**config.mk**
```make
export PLATFORM = sky130hd
export DESIGN_NAME = type_length_message_deframer
export DESIGN_NICKNAME = d
export VERILOG_FILES = /design/src/design/tlmd_pkg.sv /design/src/design/type_length_message_deframer.sv
export SDC_FILE = /design/constraint.sdc
export NUM_CORES = 1
export LEC_CHECK = 0
export BUFFER_PORTS_ARGS = -buffer_cell sky130_fd_sc_hd__buf_2
export CAP_MARGIN = 20
export CORE_ASPECT_RATIO = 0.9
export CORE_MARGIN = 2
export CORE_UTILIZATION = 60
export DETAILED_ROUTE_END_ITERATION = 16
export PLACE_DENSITY_LB_ADDON = 0.12
export SETUP_SLACK_MARGIN = 0.2
export SYNTH_ARGS = -nofsm -noshare
export SYNTH_HDL_FRONTEND = slang
export SYNTH_SLANG_ARGS = --single-unit
```
**constraint.sdc**
```tcl
create_clock -name clk -period 9.3 [get_ports clk]
set_input_delay 1.86 -clock clk [delete_from_list [all_inputs] [get_ports clk]]
set_output_delay 1.86 -clock clk [all_outputs]
set_load 0.03 [all_outputs]
```
**src/design/tlmd_pkg.sv**
```systemverilog
// ----------------------------------------------------------------------------
// tlmd_pkg
// Shared types and constants for the type-length message deframer.
// ----------------------------------------------------------------------------
package tlmd_pkg;

	localparam int unsigned TypeBytes         = 4;
	localparam int unsigned LengthDigitsDflt  = 4;
	localparam int unsigned LengthW           = 16;

	typedef enum logic [1:0] {
		PH_TYPE = 2'd0,
		PH_LEN  = 2'd1,
		PH_PAY  = 2'd2
	} phase_t;

	localparam logic [1:0] KIND_PAYLOAD = 2'd0;
	localparam logic [1:0] KIND_EMPTY   = 2'd1;
	localparam logic [1:0] KIND_ERROR   = 2'd2;

	typedef struct packed {
		logic [2:0]  chars;
		logic [31:0] value;
	} trim_t;

	typedef struct packed {
		logic       ok;
		logic [3:0] nibble;
	} hex_t;

	function automatic logic is_ws(input logic [7:0] c);
		return (c == 8'h20) || ((c >= 8'h09) && (c <= 8'h0D));
	endfunction

	function automatic hex_t hex_digit(input logic [7:0] c);
		hex_t h;
		h.ok     = 1'b1;
		h.nibble = 4'd0;
		if ((c >= 8'h30) && (c <= 8'h39)) begin
			h.nibble = 4'(c - 8'h30);
		end else if ((c >= 8'h61) && (c <= 8'h66)) begin
			h.nibble = 4'(c - 8'h57);
		end else if ((c >= 8'h41) && (c <= 8'h46)) begin
			h.nibble = 4'(c - 8'h37);
		end else begin
			h.ok = 1'b0;
		end
		return h;
	endfunction

	// Strip surrounding whitespace and left-align the remaining characters.
	function automatic trim_t trim_type(input logic [31:0] tb);
		logic [3:0]  ws;
		logic [2:0]  s;
		logic [2:0]  e;
		logic [31:0] m;
		trim_t       t;
		for (int i = 0; i < 4; i++) begin
			ws[i] = is_ws(tb[31 - 8 * i -: 8]);
		end
		s = 3'd4;
		for (int i = 3; i >= 0; i--) begin
			if (!ws[i]) begin
				s = 3'(i);
			end
		end
		e = 3'd0;
		for (int i = 0; i < 4; i++) begin
			if (!ws[i]) begin
				e = 3'(i);
			end
		end
		if (s == 3'd4) begin
			t.chars = 3'd0;
			t.value = 32'd0;
		end else begin
			t.chars = 3'(e - s + 3'd1);
			m       = ~(32'hFFFF_FFFF >> {t.chars, 3'b000});
			t.value = (tb << {s[1:0], 3'b000}) & m;
		end
		return t;
	endfunction

endpackage

```
**src/design/type_length_message_deframer.sv**
```systemverilog
// ----------------------------------------------------------------------------
// type_length_message_deframer
// Splits a byte stream into frames of a four-byte type, a hex length field
// and a payload; emits each payload byte tagged with the trimmed type.
// ----------------------------------------------------------------------------
//  channel   handshake                    payload
//  input     byte_valid / byte_ready      data_byte
//  result    result_valid / result_ready  kind, msg_type, type_chars,
//                                         data_byte_out, last
//
//  One byte per cycle while not stalled; each byte is handled in the cycle
//  it is accepted; any result is in the output register from the next cycle.
//  byte_ready is high while the output register is empty or being emptied.
//  A stalled result holds the input side; bytes are never dropped.
//  Reset returns the parser to the type field with no result pending.
// ----------------------------------------------------------------------------
module type_length_message_deframer
	import tlmd_pkg::*;
#(
	parameter int unsigned LENGTH_DIGITS = LengthDigitsDflt
) (
	input  logic                 clk,
	input  logic                 arst_n,
	input  logic                 byte_valid,
	output logic                 byte_ready,
	input  logic [7:0]           data_byte,
	output logic                 result_valid,
	input  logic                 result_ready,
	output logic [1:0]           kind,
	output logic [31:0]          msg_type,
	output logic [2:0]           type_chars,
	output logic [7:0]           data_byte_out,
	output logic                 last
);

	localparam int unsigned PosW = $clog2(LENGTH_DIGITS + 4);

	phase_t             phase_q, phase_d;
	logic [PosW-1:0]    pos_q, pos_d;
	logic [31:0]        type_bytes_q, type_bytes_d;
	logic [LengthW-1:0] len_q, len_d;
	logic               bad_q, bad_d;
	logic [LengthW-1:0] rem_q, rem_d;
	logic [31:0]        tv_q, tv_d;
	logic [2:0]         tc_q, tc_d;

	logic               accept;
	logic               emit;
	logic [1:0]         kind_d;
	logic [31:0]        msg_type_d;
	logic [2:0]         type_chars_d;
	logic [7:0]         data_out_d;
	logic               last_d;

	hex_t               hx;
	trim_t              tr;
	logic               bad_fin;
	logic [LengthW-1:0] len_fin;
	logic [LengthW-1:0] rem_dec;

	assign byte_ready = !result_valid || result_ready;
	assign accept     = byte_valid && byte_ready;

	assign hx      = hex_digit(data_byte);
	assign tr      = trim_type(type_bytes_q);
	assign rem_dec = rem_q - LengthW'(1);

	always_comb begin
		bad_fin = bad_q;
		len_fin = len_q;
		if (!bad_q) begin
			if (!hx.ok || (len_q[LengthW-1 -: 4] != 4'd0)) begin
				bad_fin = 1'b1;
			end else begin
				len_fin = {len_q[LengthW-5:0], hx.nibble};
			end
		end
	end

	always_comb begin
		phase_d      = phase_q;
		pos_d        = pos_q;
		type_bytes_d = type_bytes_q;
		len_d        = len_q;
		bad_d        = bad_q;
		rem_d        = rem_q;
		tv_d         = tv_q;
		tc_d         = tc_q;
		emit         = 1'b0;
		kind_d       = KIND_PAYLOAD;
		msg_type_d   = 32'd0;
		type_chars_d = 3'd0;
		data_out_d   = 8'd0;
		last_d       = 1'b0;
		unique case (phase_q)
			PH_PAY: begin
				rem_d        = rem_dec;
				emit         = 1'b1;
				kind_d       = KIND_PAYLOAD;
				msg_type_d   = tv_q;
				type_chars_d = tc_q;
				data_out_d   = data_byte;
				last_d       = (rem_dec == '0);
				if (rem_dec == '0) begin
					phase_d = PH_TYPE;
					pos_d   = '0;
				end
			end
			PH_LEN: begin
				len_d = len_fin;
				bad_d = bad_fin;
				pos_d = pos_q + PosW'(1);
				if (pos_q == PosW'(LENGTH_DIGITS - 1)) begin
					phase_d = PH_TYPE;
					pos_d   = '0;
					if (tr.chars == 3'd0) begin
						emit = 1'b0;
					end else if (bad_fin) begin
						emit   = 1'b1;
						kind_d = KIND_ERROR;
						last_d = 1'b1;
					end else if (len_fin == '0) begin
						emit         = 1'b1;
						kind_d       = KIND_EMPTY;
						msg_type_d   = tr.value;
						type_chars_d = tr.chars;
						last_d       = 1'b1;
					end else begin
						phase_d = PH_PAY;
						rem_d   = len_fin;
						tv_d    = tr.value;
						tc_d    = tr.chars;
					end
				end
			end
			default: begin
				phase_d      = PH_TYPE;
				type_bytes_d = {type_bytes_q[23:0], data_byte};
				pos_d        = PosW'(pos_q[1:0] + 2'd1);
				if (pos_q[1:0] == 2'd3) begin
					phase_d = PH_LEN;
					pos_d   = '0;
					len_d   = '0;
					bad_d   = 1'b0;
				end
			end
		endcase
	end

	always_ff @(posedge clk or negedge arst_n) begin
		if (!arst_n) begin
			phase_q <= PH_TYPE;
			pos_q   <= '0;
			len_q   <= '0;
			bad_q   <= 1'b0;
			rem_q   <= '0;
		end else if (accept) begin
			phase_q <= phase_d;
			pos_q   <= pos_d;
			len_q   <= len_d;
			bad_q   <= bad_d;
			rem_q   <= rem_d;
		end
	end

	always_ff @(posedge clk) begin
		if (accept) begin
			type_bytes_q <= type_bytes_d;
			tv_q         <= tv_d;
			tc_q         <= tc_d;
		end
	end

	always_ff @(posedge clk or negedge arst_n) begin
		if (!arst_n) begin
			result_valid <= 1'b0;
		end else if (accept && emit) begin
			result_valid <= 1'b1;
		end else if (result_ready) begin
			result_valid <= 1'b0;
		end
	end

	always_ff @(posedge clk) begin
		if (accept && emit) begin
			kind          <= kind_d;
			msg_type      <= msg_type_d;
			type_chars    <= type_chars_d;
			data_byte_out <= data_out_d;
			last          <= last_d;
		end
	end

`ifndef NO_ASSERTIONS
	a_pay_count: assert property (@(posedge clk) disable iff (!arst_n)
		phase_q == PH_PAY |-> rem_q != '0)
		else $error("payload phase with nothing left to receive");

	a_pay_result: assert property (@(posedge clk) disable iff (!arst_n)
		accept && phase_q == PH_PAY |=> result_valid && kind == KIND_PAYLOAD)
		else $error("payload byte gave no result");

	a_err_shape: assert property (@(posedge clk) disable iff (!arst_n)
		result_valid && kind == KIND_ERROR |->
			last && type_chars == 3'd0 && msg_type == 32'd0 && data_byte_out == 8'd0)
		else $error("malformed header-error result");

	a_empty_shape: assert property (@(posedge clk) disable iff (!arst_n)
		result_valid && kind == KIND_EMPTY |->
			last && type_chars != 3'd0 && data_byte_out == 8'd0)
		else $error("malformed empty-message result");
`endif

endmodule
```
---- Yosys cells after proc, flatten, opt, wreduce, memory -nomap -nowiden ----
Cells that the tools add are included.
cells by class
  add/subtract/negate cells ............... 8
  $lt $le $gt $ge ......................... 14
  eq/ne operators ......................... 14
  shift operators ......................... 2
  mux-type cells .......................... 58
  bitwise logic cells ..................... 9
  reduce and logical (&&, ||, !) cells .... 33
operators with widths
  cell                   number
  $mux 32                4
  $mux 16                7
  $pmux 16 s2            2
  $pmux 32 s2            1
  $mux 3                 13
  $mux 35                1
  $and 32x32->32         1
  $eq 8x6->1 const B     4
  $ge 8x4->1 const B     4
  $le 8x4->1 const B     4
  $logic_not 16->1       2
  $not 32->32            1
  $shl 32x5->32          1
  $shr 32x6->32 const A  1
  $ge 8x7->1 const B     2
  $le 8x7->1 const B     2
  $sub 16x1->16 const B  1
  $mux 1                 15
  $mux 2                 6
  $mux 4                 3
  $pmux 3 s2             2
  $reduce_and 6->1       2
  $ne 2x2->1 const B     5
  $logic_and 1x1->1      9
  other kinds (24)       45
storage, ports and cells
  register bits after elaboration ......... 152
  output and inout bits ................... 48
  word-level logic and storage cells ...... 153

---- Logic depth before layout (Yosys ltp) ----
  word-level depth ........................ 19
  mapped depth ............................ 17
  depth with buffers taken out ............ 14

---- Least setup slack after synthesis ----
No wires, ideal clock.
  path type ............................... input to register
  start point ............................. input data_byte[3]
  end point ............................... register data_byte_out[0], enable pin
  arrival ................................. 6.997 ns
  required time ........................... 8.778 ns
  setup slack ............................. 1.781 ns
  stages on the path ...................... 7
  cell sequence ........................... buf_2 or4_1 nor3_1 nor3b_2 a31oi_4 or3_1 a211oi_1
between the ends
  word-level cells in the longest chain between the ends .. 16
  elaborated cells on any way between the ends .. 31
  classes of those cells .................. add/sub: 3; order compare: 6; mux: 15; reduce/logical: 7
ends and longest elaborated chain
  what                                      RTL line                             RTL
  start, declared                           type_length_message_deframer.sv:26   input logic [7:0] data_byte,
  $ge 8x7->1 or $le 8x7->1 (tied branches)  tlmd_pkg.sv:43                       end else if ((c >= 8'h41) && (c <= 8'h46)) begin
  $logic_and 1x1->1                         tlmd_pkg.sv:43
  $mux 1                                    tlmd_pkg.sv:43
  $mux 1                                    tlmd_pkg.sv:41                       end else if ((c >= 8'h61) && (c <= 8'h66)) begin
  $mux 1                                    tlmd_pkg.sv:39                       if ((c >= 8'h30) && (c <= 8'h39)) begin
  $logic_not 1->1                           type_length_message_deframer.sv:72   if (!hx.ok || (len_q[LengthW-1 -: 4] != 4'd0)) begin
  $logic_or 1x1->1                          type_length_message_deframer.sv:72
  $mux 16                                   type_length_message_deframer.sv:72
  $mux 16                                   type_length_message_deframer.sv:71   if (!bad_q) begin
  $logic_not 16->1                          type_length_message_deframer.sv:122  end else if (len_fin == '0) begin
  $mux 1                                    type_length_message_deframer.sv:122
  $mux 1 *                                  type_length_message_deframer.sv:118  end else if (bad_fin) begin
  $mux 1 *                                  type_length_message_deframer.sv:116  if (tr.chars == 3'd0) begin
  $mux 1 *                                  type_length_message_deframer.sv:113  if (pos_q == PosW'(LENGTH_DIGITS - 1)) begin
  $pmux 1 s2 *                              type_length_message_deframer.sv:95   unique case (phase_q)
  $logic_and 1x1->1 *                       type_length_message_deframer.sv:185  if (accept && emit) begin
  end signal, assigned                      type_length_message_deframer.sv:189  data_byte_out <= data_out_d;
  end, declared                             type_length_message_deframer.sv:32   output logic [7:0] data_byte_out,
Mark *: on every way between the ends. The rest lies on a longest branch, timed or not.
A chain may end at the register's enable or synchronous reset.

---- Worst setup path in the final report ----
  start point ............................. register type_bytes_q[17]
  end point ............................... register msg_type[19], enable pin
between the ends
  word-level cells in the longest chain between the ends .. 14
  elaborated cells on any way between the ends .. 19
  classes of those cells .................. add/sub: 2; order compare: 2; eq/ne: 2; mux: 9; reduce/logical: 4
ends and longest elaborated chain
  what                                      RTL line                             RTL
  start, declared                           type_length_message_deframer.sv:40   logic [31:0] type_bytes_q, type_bytes_d;
  start signal, assigned                    type_length_message_deframer.sv:168  type_bytes_q <= type_bytes_d;
  $ge 8x4->1 or $le 8x4->1 (tied branches)  tlmd_pkg.sv:32                       return (c == 8'h20) || ((c >= 8'h09) && (c <= 8'h0D));
  $logic_and 1x1->1                         tlmd_pkg.sv:32
  $logic_or 1x1->1 *                        tlmd_pkg.sv:32
  $mux 1                                    tlmd_pkg.sv:69                       if (!ws[i]) begin
  $mux 3 (2 in series)                      tlmd_pkg.sv:69
  $sub 3x3->3                               tlmd_pkg.sv:77                       t.chars = 3'(e - s + 3'd1);
  $add 3x1->3                               tlmd_pkg.sv:77
  $mux 35 *                                 tlmd_pkg.sv:73                       if (s == 3'd4) begin
  $logic_not 3->1 *                         type_length_message_deframer.sv:116
  $mux 1 *                                  type_length_message_deframer.sv:116
  $mux 1 *                                  type_length_message_deframer.sv:113
  $pmux 1 s2 *                              type_length_message_deframer.sv:95
  $logic_and 1x1->1 *                       type_length_message_deframer.sv:185
  end signal, assigned                      type_length_message_deframer.sv:187  msg_type <= msg_type_d;
  end, declared                             type_length_message_deframer.sv:30   output logic [31:0] msg_type,
Marks and branches as above.

==> run_results.csv <==
group,metric,value,unit
worst_setup_path,critPathBufInv,2,
floorplan,die_x,122,um
pwr,p_sw,0.527,mW
synth,ys_ff_latch,152,
worst_setup_path,crit_chain,"or4b_1 > a211oi_2 > nor2_1 > o21ai_2 > ha_1 > ha_1 > xor2_1 > or3_1 > o41ai_2 > buf_4 > or3_1 > a211oi_4 > buf_4",
synth,synth.net_count,683,
clock_network,clk_path_buf_depth,2,
detailed_routing,first_pass_iters,5,
clock_network,cts_made_buffers,17,
clock_network,clock_latency,420,ps
pwr,ir_drop,0.164,mV
floorplan,die-area,13500,um^2
clock_network,cts.sinks,152,
synth,netlist_top_cells_area,"edfxtp_1 45%, dfrtp_1 13%, mux2i_1 3.3%, nand2_1 3.1%, a22o_1 2.7%",
pwr,power,1.91,mW
place,placed_cells,860,
synth,synth_top_area_share,45.0,%
worst_setup_path,cp_slowest_cell,"o21ai_2",
place,dp_hpwl,12700,um
layout,drive_above_1_share,16.6,%
layout,fillCellCount,878,
run_status,status,"finished, final reports clean",
sta,clock.fmax,0.185,GHz
pwr,p_per_area,221,nW/um^2
detailed_routing,drt_iter0_drc,748,
synth,synth_area,7550,um^2
grt,grt_pass1_wl,29700,um
clock_network,cts_root_buffer,"clkbuf_16",
synth,synth-edff-count,113,
sta,finalCriticalPeriod,5410,ps
grt,grt_overflow_total,0,
synth,ys_seq_area_share,57.9,%
synth,synthArstFlopShare,25.7,%
synth,synthTopCellsByCount,"113 x edfxtp_1, 63 x nand2_1, 50 x nor2_1",
clock_network,cts_setup_buffers,0,
floorplan,rows,38,
synth,yosys.area.top_type,"edfxtp_1",
worst_setup_path,critical_path.endpoint_type,"flop",
synth,synth.avg_cell_area,11.4,um^2
layout,regArea,4370,um^2
floorplan,start_util,62.0,%
pwr,seqPwrFrac,44.9,%
detailed_routing,num_vias,5731,
synth,yosys_most_used_dff,"edfxtp_1",
layout,stdcell_count,893,
detailed_routing,routed_via_density,6.42,
floorplan,fp.dieH,110,um
floorplan,fp.coreArea,12200,um^2
place,place_area,8010,um^2
layout,nets,743,
grt,grt_max_degree,48,
hold_path,hold_path_class,"flop to flop",
sta,fin_setup_tns,0,ps
sta,slew_viol_final,0,
synth,yosysMostFrequentCell,"edfxtp_1",
detailed_routing,drcViolationCount,0,
worst_setup_path,slowest_delay,800,ps
grt,grt_pass1_vias,5469,
pwr,pwr-share-comb,17.1,%
sta,skew,6.34,ps
clock_network,holdBufCountCts,0,
layout,stdcell_area,8630,um^2
detailed_routing,wl_per_cell,20.9,um
sta,slew_headroom,35.7,%
clock_network,cts_tree,"built",
pwr,leakagePower,3.36,nW
grt,antenna_found_initial,0,
worst_setup_path,critPathKind,"flop to flop",
sta,max_slew.worst_pin.slew,965,ps
detailed_routing,antenna_left,0,
clock_network,cts-resized-gates,0,
worst_setup_path,start_kind,"flop",
place,portBuffers,59,
sta,hold_viol_final,0,
layout,multi_input_area,2990,um^2
clock_network,htree_num_levels,4,
pwr,p_int,1.38,mW
floorplan,top_level_ports,60,
synth,yosysWarnings,0,
place,place.gp.congestion,0.951,
worst_setup_path,critPathMaxFanout,47,
synth,syn-instance-count,660,
clock_network,path_clk_slew,60,ps
worst_setup_path,worstPathRequired,9350,ps
worst_setup_path,crit_arrival,5460,ps
synth,synth_cell_types,77,
detailed_routing,wirelength,18700,um
job,cap_violations,0,
layout,antenna_cells,0,
sta,finalCritPeriodShare,58.1,%
sta,finalSetupViolations,0,
pwr,pwr-share-clk,37.9,%
sta,rsz0062_at_grt,"false",
worst_setup_path,crit_family,"simple AND/OR/NAND/NOR gates",
layout,synthToLayoutAreaGrowth,14.4,%
grt,grt.total_usage,29.0,%
pwr,switching_share,27.6,%
per-layer routing:
| layer | global-route usage, % | routed length, um | up-vias |
|---|---|---|---|
| met3 | 7.90 | 1470 | 21 |
| met5 | 0 | 0 | - |
| met1 | 44.2 | 8530 | 2787 |
| li1 | - | - | 2625 |
| met2 | 41.4 | 8450 | 298 |
| met4 | 6.97 | 214 | 0 |
through the flow:
step	hold slack (ps)	setup slack (ps)	utilization, %
2_1_floorplan	458	1780	-
3_3_place_gp	470	4130	65.8
3_5_place_dp	481	3960	65.8
4_1_cts	494	3970	70.9
5_1_grt	530	3590	70.9
6_report	499	3890	70.9
path summary, 6_finish.rpt:
check                                      start           end  slack, ps  depth (start not counted)
worst max register to register  type_bytes_q[17]  msg_type[19]       3890                         13
worst min register to register             bad_q         bad_q        500                          1
max in group asynchronous                 arst_n      len_q[2]       7160                          1
min in group asynchronous                 arst_n     rem_q[14]       1570                          1
worst min-delay path                       bad_q         bad_q        500                          1
worst max-delay path            type_bytes_q[17]  msg_type[19]       3890                         13
worst reg2reg max path, delay by kind of cell, from the launching register on:
| kind | cells | cell delay, ps |
|---|---|---|
| and+or+nand+nor | 4 | 1400 |
| AOI/OAI and AO/OA | 4 | 1350 |
| buffers and inverters | 2 | 780 |
| xor gates and xnor gates | 1 | 530 |
| adders and majority gates | 2 | 490 |
| DFF | 1 | 470 |
state kept, by name, summed over array words and instances (netlist names):
name / cells
bad_q: 1
data_byte_out: 8
kind: 2
last: 1
len_q: 16
msg_type: 32
phase_q: 2
pos_q: 3
rem_q: 16
result_valid: 1
tc_q: 3
tv_q: 32
type_bytes_q: 32
type_chars: 3
cell families (layout without fill, tap and decap cells):
| group | Yosys count | after routing | share of synthesized area, % |
|---|---|---|---|
| buffers and inverters | 53 | 126 | 2.92 |
| XOR/XNOR | 7 | 7 | 0.812 |
| AO/OA/AOI/OAI | 166 | 166 | 15.6 |
| multiplexers | 32 | 32 | 4.51 |
| adder cells (fa/ha/maj) | 11 | 11 | 1.82 |
| flip-flops | 152 | 152 | 57.9 |
| AND/OR/NAND/NOR | 239 | 239 | 16.4 |
cells in the final DEF (no fill, tap or decap), types with 6 or more instances in the layout:
| master | n |
|---|---|
| dfrtp_1 | 39 |
| nand2_1 | 63 |
| edfxtp_1 | 113 |
| and2_1 | 10 |
| nor4_1 | 7 |
| nand3_1 | 17 |
| buf_4 | 9 |
| nand2b_1 | 14 |
| nor3_1 | 18 |
| ha_1 | 11 |
| a21o_1 | 6 |
| nor2_1 | 49 |
| buf_2 | 60 |
| mux2i_1 | 25 |
| a22o_1 | 23 |
| o21ai_0 | 33 |
| or3_1 | 9 |
| clkbuf_16 | 17 |
| inv_1 | 24 |
| a21oi_1 | 37 |
| and3_1 | 13 |
layout make-up:
type | instances | area share (%)
multi-input combinational | 455 | 34.6
tap | 160 | 2.32
clock inverter | 12 | 2.09
timing repair buffer | 69 | 4.26
clock buffer | 20 | 5.06
inverter | 25 | 1.09
sequential | 152 | 50.6
power by group through the flow:
| stage | clock, mW | sequential, mW | combinational, mW |
|---|---|---|---|
| 2_1_floorplan | 0 | 0.848 | 0.235 |
| 3_3_place_gp | 0 | 0.864 | 0.306 |
| 3_5_place_dp | 0 | 0.868 | 0.316 |
| 4_1_cts | 0.734 | 0.856 | 0.321 |
| 5_1_grt | 0.766 | 0.865 | 0.356 |
| 6_report | 0.724 | 0.858 | 0.327 |
Note: power is estimated with default switching activity, not from simulation.
